--- src/rtl/core/jetcm_pkg.sv ---
// Shared constants and types of the jet colormap block.
// No dependencies; used by jet_colormap_top.
package jetcm_pkg;

  localparam int FRAC_BITS = 16;
  localparam int DATA_W    = 32;
  localparam int EXT_W     = DATA_W + 1;
  localparam int QUO_W     = FRAC_BITS + 2;
  localparam int REM_W     = EXT_W + FRAC_BITS;
  localparam int CMP_W     = EXT_W + QUO_W;
  localparam int QS_W      = QUO_W + 1;
  localparam int NRM_W     = QS_W + 2;
  localparam int VAL_W     = NRM_W + 1;
  localparam int RAMP_W    = FRAC_BITS + 1;
  localparam int CH_W      = 8;
  localparam int CFG_IDX_W = 2;

  localparam int ONE  = 1 << FRAC_BITS;
  localparam int HALF = ONE / 2;
  localparam int Q1   = ONE / 4;
  localparam int Q3   = (3 * ONE) / 4;

  localparam logic [CFG_IDX_W-1:0] CFG_RANGE_LOW  = CFG_IDX_W'(0);
  localparam logic [CFG_IDX_W-1:0] CFG_RANGE_HIGH = CFG_IDX_W'(1);

  typedef struct packed {
    logic             vld;
    logic             neg;
    logic             kill;
    logic [REM_W-1:0] rem;
    logic [QUO_W-1:0] quo;
  } div_stage_t;

  typedef struct packed {
    logic              full;
    logic [RAMP_W-1:0] ramp;
  } chan_t;

endpackage

--- src/rtl/core/jet_colormap_top.sv ---
// Jet colormap: signed fixed-point sample to 8-bit red, green, blue.
// Depends on jetcm_pkg for widths, register codes and stage types.
//
// One sample is taken on every clock at which start is high; busy stays low,
// cfg_ready stays high. Each result appears on out_red/out_green/out_blue with
// out_valid high for one cycle, in order. The sample passes an offset stage and
// a magnitude stage, then a chain of FRAC_BITS+2 register stages for the
// normalizing division, one quotient bit each, then three stages for the
// normalized position, curve segment and scale by 255; this chain sets the
// latency, and the rate is one sample per clock. The result side never
// stalls, so nothing is held.
// Write range_low and range_high only while no sample is in flight.
module jet_colormap_top (
  input  logic                               clk,
  input  logic                               rst_n,
  input  logic                               start,
  output logic                               busy,
  input  logic signed [jetcm_pkg::DATA_W-1:0] in_sample_value,
  output logic                               out_valid,
  output logic [jetcm_pkg::CH_W-1:0]         out_red,
  output logic [jetcm_pkg::CH_W-1:0]         out_green,
  output logic [jetcm_pkg::CH_W-1:0]         out_blue,
  input  logic                               cfg_valid,
  output logic                               cfg_ready,
  input  logic [jetcm_pkg::CFG_IDX_W-1:0]    cfg_index,
  input  logic [jetcm_pkg::DATA_W-1:0]       cfg_data
);

  localparam int EXT_W  = jetcm_pkg::EXT_W;
  localparam int QUO_W  = jetcm_pkg::QUO_W;
  localparam int REM_W  = jetcm_pkg::REM_W;
  localparam int CMP_W  = jetcm_pkg::CMP_W;
  localparam int QS_W   = jetcm_pkg::QS_W;
  localparam int NRM_W  = jetcm_pkg::NRM_W;
  localparam int VAL_W  = jetcm_pkg::VAL_W;
  localparam int RAMP_W = jetcm_pkg::RAMP_W;
  localparam int CH_W   = jetcm_pkg::CH_W;
  localparam int FB     = jetcm_pkg::FRAC_BITS;

  localparam logic signed [NRM_W-1:0] ONE_N  = NRM_W'(jetcm_pkg::ONE);
  localparam logic signed [VAL_W-1:0] HALF_V = VAL_W'(jetcm_pkg::HALF);
  localparam logic signed [VAL_W-1:0] Q1_V   = VAL_W'(jetcm_pkg::Q1);
  localparam logic signed [VAL_W-1:0] Q3_V   = VAL_W'(jetcm_pkg::Q3);

  function automatic jetcm_pkg::chan_t chan_seg(input logic signed [VAL_W-1:0] v);
    jetcm_pkg::chan_t         c;
    logic signed [VAL_W-1:0]  d;
    c = '0;
    d = '0;
    if (v <= -Q3_V) begin
      c = '0;
    end else if (v <= -Q1_V) begin
      d = v + Q3_V;
      c.ramp = {d[RAMP_W-2:0], 1'b0};
    end else if (v <= Q1_V) begin
      c.full = 1'b1;
    end else if (v <= Q3_V) begin
      d = Q3_V - v;
      c.ramp = {d[RAMP_W-2:0], 1'b0};
    end
    return c;
  endfunction

  function automatic logic [CH_W-1:0] chan_scale(input jetcm_pkg::chan_t c);
    logic [RAMP_W+CH_W-1:0] prod;
    prod = {c.ramp, {CH_W{1'b0}}} - {{CH_W{1'b0}}, c.ramp};
    return c.full ? {CH_W{1'b1}} : prod[FB+CH_W-1:FB];
  endfunction

  // configuration
  logic signed [jetcm_pkg::DATA_W-1:0] range_low_r;
  logic signed [jetcm_pkg::DATA_W-1:0] range_high_r;

  assign cfg_ready = 1'b1;
  assign busy      = 1'b0;

  always_ff @(posedge clk) begin
    if (!rst_n) begin
      range_low_r  <= '0;
      range_high_r <= jetcm_pkg::DATA_W'(jetcm_pkg::ONE);
    end else if (cfg_valid && cfg_ready) begin
      unique case (cfg_index)
        jetcm_pkg::CFG_RANGE_LOW:  range_low_r  <= cfg_data;
        jetcm_pkg::CFG_RANGE_HIGH: range_high_r <= cfg_data;
        default: ;
      endcase
    end
  end

  // divisor magnitude and sign
  logic signed [EXT_W-1:0] den_nxt;
  logic [EXT_W-1:0]        den_abs_r;
  logic                    den_neg_r;
  logic                    den_zero_r;

  assign den_nxt = EXT_W'(range_high_r) - EXT_W'(range_low_r);

  always_ff @(posedge clk) begin
    den_abs_r  <= den_nxt[EXT_W-1] ? EXT_W'(-den_nxt) : den_nxt;
    den_neg_r  <= den_nxt[EXT_W-1];
    den_zero_r <= (den_nxt == '0);
  end

  // stage 0: offset against range_low
  logic                    s0_vld_r;
  logic signed [EXT_W-1:0] s0_diff_r;

  always_ff @(posedge clk) begin
    if (!rst_n) begin
      s0_vld_r <= 1'b0;
    end else begin
      s0_vld_r <= start && !busy;
    end
    s0_diff_r <= EXT_W'(in_sample_value) - EXT_W'(range_low_r);
  end

  // stage 1: magnitudes, range check
  logic [EXT_W-1:0]      num_abs;
  jetcm_pkg::div_stage_t div_nxt [QUO_W+1];
  jetcm_pkg::div_stage_t div_r   [QUO_W+1];

  assign num_abs = s0_diff_r[EXT_W-1] ? EXT_W'(-s0_diff_r) : s0_diff_r;

  always_comb begin
    div_nxt[0].vld  = s0_vld_r;
    div_nxt[0].neg  = s0_diff_r[EXT_W-1] ^ den_neg_r;
    div_nxt[0].kill = den_zero_r || ({2'b00, num_abs} >= {den_abs_r, 2'b00});
    div_nxt[0].rem  = {num_abs, {FB{1'b0}}};
    div_nxt[0].quo  = '0;
  end

  // one quotient bit per stage
  for (genvar k = 0; k < QUO_W; k++) begin : g_div
    localparam int BIT = QUO_W - 1 - k;
    logic [CMP_W-1:0] den_sh;
    logic [CMP_W-1:0] rem_ext;
    logic [CMP_W-1:0] rem_sub;

    assign den_sh  = CMP_W'(den_abs_r) << BIT;
    assign rem_ext = CMP_W'(div_r[k].rem);
    assign rem_sub = rem_ext - den_sh;

    always_comb begin
      div_nxt[k+1] = div_r[k];
      if (rem_ext >= den_sh) begin
        div_nxt[k+1].rem      = rem_sub[REM_W-1:0];
        div_nxt[k+1].quo[BIT] = 1'b1;
      end
    end
  end

  for (genvar k = 0; k <= QUO_W; k++) begin : g_div_reg
    always_ff @(posedge clk) begin
      if (!rst_n) begin
        div_r[k].vld <= 1'b0;
      end else begin
        div_r[k].vld <= div_nxt[k].vld;
      end
      div_r[k].neg  <= div_nxt[k].neg;
      div_r[k].kill <= div_nxt[k].kill;
      div_r[k].rem  <= div_nxt[k].rem;
      div_r[k].quo  <= div_nxt[k].quo;
    end
  end

  // normalized position n = 2q - 1
  logic signed [QS_W-1:0]  q_mag;
  logic signed [QS_W-1:0]  q_sgn;
  logic signed [NRM_W-1:0] n_nxt;
  logic                    f1_vld_r;
  logic                    f1_kill_r;
  logic signed [NRM_W-1:0] f1_n_r;

  assign q_mag = $signed({1'b0, div_r[QUO_W].quo});
  assign q_sgn = div_r[QUO_W].neg ? -q_mag : q_mag;
  assign n_nxt = $signed({q_sgn[QS_W-1], q_sgn, 1'b0}) - ONE_N;

  always_ff @(posedge clk) begin
    if (!rst_n) begin
      f1_vld_r <= 1'b0;
    end else begin
      f1_vld_r <= div_r[QUO_W].vld;
    end
    f1_kill_r <= div_r[QUO_W].kill;
    f1_n_r    <= n_nxt;
  end

  // curve segment per channel
  logic signed [VAL_W-1:0] n_ext;
  jetcm_pkg::chan_t        red_nxt;
  jetcm_pkg::chan_t        grn_nxt;
  jetcm_pkg::chan_t        blu_nxt;
  logic                    f2_vld_r;
  jetcm_pkg::chan_t        red_r;
  jetcm_pkg::chan_t        grn_r;
  jetcm_pkg::chan_t        blu_r;

  assign n_ext = VAL_W'(f1_n_r);

  always_comb begin
    red_nxt = chan_seg(n_ext - HALF_V);
    grn_nxt = chan_seg(n_ext);
    blu_nxt = chan_seg(n_ext + HALF_V);
    if (f1_kill_r) begin
      red_nxt = '0;
      grn_nxt = '0;
      blu_nxt = '0;
    end
  end

  always_ff @(posedge clk) begin
    if (!rst_n) begin
      f2_vld_r <= 1'b0;
    end else begin
      f2_vld_r <= f1_vld_r;
    end
    red_r <= red_nxt;
    grn_r <= grn_nxt;
    blu_r <= blu_nxt;
  end

  // scale by 255 and drive the result beat
  logic            out_valid_r;
  logic [CH_W-1:0] out_red_r;
  logic [CH_W-1:0] out_green_r;
  logic [CH_W-1:0] out_blue_r;

  always_ff @(posedge clk) begin
    if (!rst_n) begin
      out_valid_r <= 1'b0;
    end else begin
      out_valid_r <= f2_vld_r;
    end
    out_red_r   <= chan_scale(red_r);
    out_green_r <= chan_scale(grn_r);
    out_blue_r  <= chan_scale(blu_r);
  end

  assign out_valid = out_valid_r;
  assign out_red   = out_red_r;
  assign out_green = out_green_r;
  assign out_blue  = out_blue_r;

endmodule

--- config.mk ---
export PLATFORM = sky130hd
export DESIGN_NAME = jet_colormap_top
export DESIGN_NICKNAME = d
export VERILOG_FILES = /design/src/rtl/core/jetcm_pkg.sv /design/src/rtl/core/jet_colormap_top.sv
export SDC_FILE = /design/constraint.sdc
export NUM_CORES = 2
export LEC_CHECK = 0
export BUFFER_PORTS_ARGS = -buffer_cell sky130_fd_sc_hd__clkbuf_2
export CAP_MARGIN = 5
export CORE_UTILIZATION = 60
export CTS_BUF_LIST = sky130_fd_sc_hd__clkbuf_4
export DETAILED_ROUTE_END_ITERATION = 8
export MAX_ROUTING_LAYER = met4
export PLACE_DENSITY_LB_ADDON = 0.3
export SETUP_SLACK_MARGIN = 0.2
export SLEW_MARGIN = 25
export SYNTH_ARGS = -nofsm -noshare
export SYNTH_HDL_FRONTEND = slang
export SYNTH_SLANG_ARGS = --single-unit
--- constraint.sdc ---
create_clock -name clk -period 7.5 [get_ports clk]
set_clock_uncertainty 0.05 [all_clocks]
set_input_delay 1.5 -clock clk [delete_from_list [all_inputs] [get_ports clk]]
set_output_delay 1.5 -clock clk [all_outputs]
set_load 0.1 [all_outputs]
==> summary.md <==
| Metric | Value |
|---|---|
| Path type of the worst min-delay path | `flip-flop to flip-flop` |
| Crit share post-route | `71.2%` |
| Clock Sink Count | `1,171` |
| Seq/Total Area, Yosys | `33.7%` |
| Dominant synthesized flop cell | `dfxtp_1` |
| Final HPWL DP | `144 mm` |
| Post-synth EDFFs | `0` |
| Post-synthesis async set-or-reset flop share | `0%` |
| # port buffers | `94` |
| Hold path depth | `0` |
| Post-CTS sizing | `0` |
| Endpoints failing setup | `0` |
| RD Place Congestion | `0.999` |
| Post-Synth XOR/XNOR Area | `9.36%` |
| CTS buffer count | `325` |
| Via count | `61.3k` |
| Final wirelength | `191 mm` |
| Post-CTS Setup Repair Bufs | `0` |
| CP endpoint kind | `flip-flop` |
| Startpoint types | `flip-flop` |
| Crit path time final | `5.34 ns` |
| CTS Root Cell | `clkbuf_4` |
| CTS tree | `done` |
| Max Clock Freq | `187 MHz` |
| R2r setup slk | `2.16 ns` |
| CTS Hold Buffers Added | `0` |
| CP Class | `flip-flop to flip-flop` |
| Tightest Pin Transition | `1.11 ns` |
| DR vias/cell | `6.02` |
| Syn avg cell area | `8.48 um2` |
| Synth Cell Area | `69,600 um2` |
| Sink of the worst hold path | `div_r[14][68]$_DFF_P_` |
| Simple-Gate Fraction of Synth Area | `16.6%` |
| Fraction of layout cells with a size suffix above 1 | `9.43%` |
| Multiplexer share of the synthesized area | `1.40%` |
| Yosys cell types | `99` |
| First-pass DRT Iterations | `9` |
| Min-Delay Startpoint | `div_r[13][68]$_DFF_P_` |
| Starting Density | `60.7%` |
| Critical Path RT | `8.57 ns` |
| Skew-Pair Late Insertion Delay | `1.25 ns` |
| Core ar. | `115,000 um2` |
| Main combinational cell family by area after synthesis | `compound AO/OA/AOI/OAI gates` |
| Worst R2R Start | `den_abs_r[1]$_DFF_P_` |
| Initial antenna violation count | `7` |
| Htree depth | `5` |
| Maxcap violations | `0` |
| Iter 0 DRT Violations | `4,751` |
| Ys Warns | `0` |
| Grt peak-use layer | `met2` |
| Violated checks | `DRC` |
| Placed cell count | `9,635` |
| #FFs+latches synth | `1,171` |
| Final setup TNS | `0 ns` |
| Die ar. | `117,000 um2` |
| Cell depth of the worst flop-to-flop path | `15` |
| GR Util met3 | `5.79%` |
| GRT met2 Usage | `52.2%` |
| CP arrival | `6.41 ns` |
| Cell Count, Final, Fillers Out | `10.2k` |
| Top Ports | `97` |
| Syn-to-layout area delta | `8.53%` |
| WL/cell | `18.8 um` |
| Final hold violation count | `0` |
| GR Util All Layers | `32.6%` |
| Critical path peak fanout | `70` |
| Die H | `343 um` |
| Grt ovf | `0` |
| DRC violations left | `5` |
| Fin. max-slew vios | `0` |
| M1 GR Usage | `39.1%` |
| Clk pin slew, worst setup/hold paths | `0.06 ns` |
| Largest net degree at the start of global routing | `88` |
| Final antenna-violating net count | `0` |
| Total Nets Final | `9,263` |
| First-pass GRT wire length | `299 mm` |
| Syn Inst Count | `8,204` |
| Reg2Reg Capture Point | `div_r[16][46]$_DFF_P_` |
| Status | `finished, violations left` |
| RSZ-0062 raised after global routing | `no` |
| Worst-case clock buffer depth | `4` |
| Row count | `124` |
| Post-Synth Adder-Cell Area | `13.5%` |
| Rel. slew slack | `25.6%` |
| Mapped Nets | `9,016` |
| Number of global-route vias before repair | `58.2k` |
| Die width | `343 um` |
| Compound-Gate Fraction of Synth Area | `22.4%` |
## synthesized netlist by cell type, types with 14 or more instances
| cell | number | area share, % |
|---|---|---|
| nand3_1 | 133 | 0.96 |
| buf_2 | 26 | 0.19 |
| and3_1 | 43 | 0.39 |
| o21bai_1 | 71 | 0.77 |
| a21o_1 | 368 | 4.0 |
| o31ai_1 | 75 | 0.81 |
| o21ai_0 | 696 | 5.0 |
| and2_1 | 64 | 0.58 |
| a22oi_1 | 20 | 0.22 |
| nand4_1 | 107 | 0.96 |
| a21boi_0 | 87 | 0.94 |
| o22ai_1 | 14 | 0.13 |
| nand2_1 | 874 | 4.7 |
| a31oi_1 | 69 | 0.62 |
| or3_1 | 63 | 0.57 |
| dfxtp_1 | 1171 | 34 |
| o21ai_1 | 22 | 0.16 |
| nor4_1 | 64 | 0.58 |
| a211oi_1 | 58 | 0.63 |
| a221oi_1 | 19 | 0.24 |
| o211ai_1 | 27 | 0.29 |
| and4_1 | 22 | 0.28 |
| nand2b_1 | 114 | 1.0 |
| or4_1 | 32 | 0.35 |
| o2111ai_1 | 14 | 0.18 |
| nor3b_1 | 14 | 0.15 |
| a31o_2 | 15 | 0.19 |
| xor2_1 | 308 | 3.9 |
| o31a_1 | 21 | 0.26 |
| fa_1 | 19 | 0.55 |
| clkbuf_1 | 192 | 1.0 |
| or2_2 | 39 | 0.35 |
| nor3_1 | 149 | 1.1 |
| mux2_2 | 82 | 1.3 |
| nor2_1 | 536 | 2.9 |
| inv_1 | 291 | 1.6 |
| ha_1 | 723 | 13 |
| o21a_1 | 96 | 1.0 |
| nand3b_1 | 23 | 0.25 |
| a21oi_1 | 669 | 4.8 |
| nor2b_1 | 106 | 0.95 |
| xnor2_1 | 436 | 5.5 |
## cells in the final DEF, fill, tap and decap left out, types with 58 or more instances in the layout
cell type / instances
dfxtp_1: 1169
nand3_1: 133
and2_1: 63
a21o_1: 368
xor2_1: 308
nor2b_1: 105
nand2_1: 874
o21bai_1: 71
o21ai_0: 695
ha_1: 723
xnor2_1: 436
nor4_1: 64
nand2b_1: 114
a21oi_1: 666
inv_1: 291
or3_1: 63
a21boi_0: 87
nand4_1: 107
o21a_1: 96
a31oi_1: 69
clkbuf_4: 443
a211oi_1: 58
clkinv_1: 64
buf_4: 64
mux2_2: 82
o31ai_1: 74
clkbuf_2: 94
nor2_1: 535
nor3_1: 149
## worst max-delay path by stage
stage / startpoint / to / slack [ns] / depth (start not counted)
finish: den_abs_r[1]$_DFF_P_ / div_r[16][46]$_DFF_P_ / 2.16 / 15
detailed placement: den_abs_r[1]$_DFF_P_ / div_r[16][46]$_DFF_P_ / 2.30 / 15
global route: den_abs_r[1]$_DFF_P_ / div_r[16][46]$_DFF_P_ / 1.89 / 15
CTS: den_abs_r[1]$_DFF_P_ / div_r[16][46]$_DFF_P_ / 2.25 / 15
floorplan: den_abs_r[1]$_DFF_P_ / div_r[16][27]$_DFF_P_ / 2.86 / 13
global placement: den_abs_r[1]$_DFF_P_ / div_r[16][46]$_DFF_P_ / 2.38 / 15
## routing by layer
metal,wire (um),share of wire [%]
met1,80800,42
met2,87400,46
met3,13300,6.9
met4,9870,5.2
met5,0,0
## critical path: stages (launching register included)
cell       delay [ns]
dfxtp_2          0.79
inv_1            0.40
buf_4            0.33
ha_1             0.34
nor2b_1          0.16
o211a_1          0.30
o2111ai_1        0.28
nand3_1          0.22
a221o_1          0.42
a31oi_1          0.33
o21ai_2          0.15
a41oi_4          0.23
buf_4            0.51
nor3b_1          0.10
a211o_1          0.29
a211o_1          0.26
## registers in the layout, summed over array words and instances, names as in the netlist
signal / flops
div_r: 942
den_abs_r: 33
s0_diff_r: 33
range_high_r: 32
range_low_r: 32
f1_n_r: 20
blu_r: 16
grn_r: 16
red_r: 16
out_blue: 8
out_green: 8
out_red: 8
den_neg_r: 1
den_zero_r: 1
f1_kill_r: 1
f1_vld_r: 1
f2_vld_r: 1
out_valid: 1
s0_vld_r: 1
## logic make-up (layout without fill, tap and decap cells)
| family | Yosys count | in the layout |
|---|---|---|
| mux | 87 | 87 |
| compound gates | 2501 | 2501 |
| fa+ha+maj | 742 | 742 |
| other cells | 2 | 6 |
| flops | 1171 | 1171 |
| xor+xnor | 744 | 744 |
| buf+inv | 531 | 991 |
| simple gates | 2426 | 2426 |
## cell type report
class	count	area (um2)
fillers	9798	39100
inverters	291	1090
clock buffers	443	3330
repair buffers	160	998
clock inverters	97	556
diodes	4	10.0
flip-flops and latches	1171	23400
well taps	1512	1890
multi-input cells	6502	44200
## per-stage QoR
stage	util, %	instance area [um2]	hold WS, ns	setup slack (ns)
final	65.9	75500	0.234	2.16
after global routing	65.9	75500	0.257	1.89
after CTS	65.8	75500	0.230	2.25
after detailed placement	62.5	71600	0.262	2.30
after global placement	62.4	71600	0.260	2.38
after floorplan	-	69600	0.260	2.86
Power is left out: the tool's default activity adds up to more than one toggle a clock period on the data nets, which glitch-free logic cannot reach.
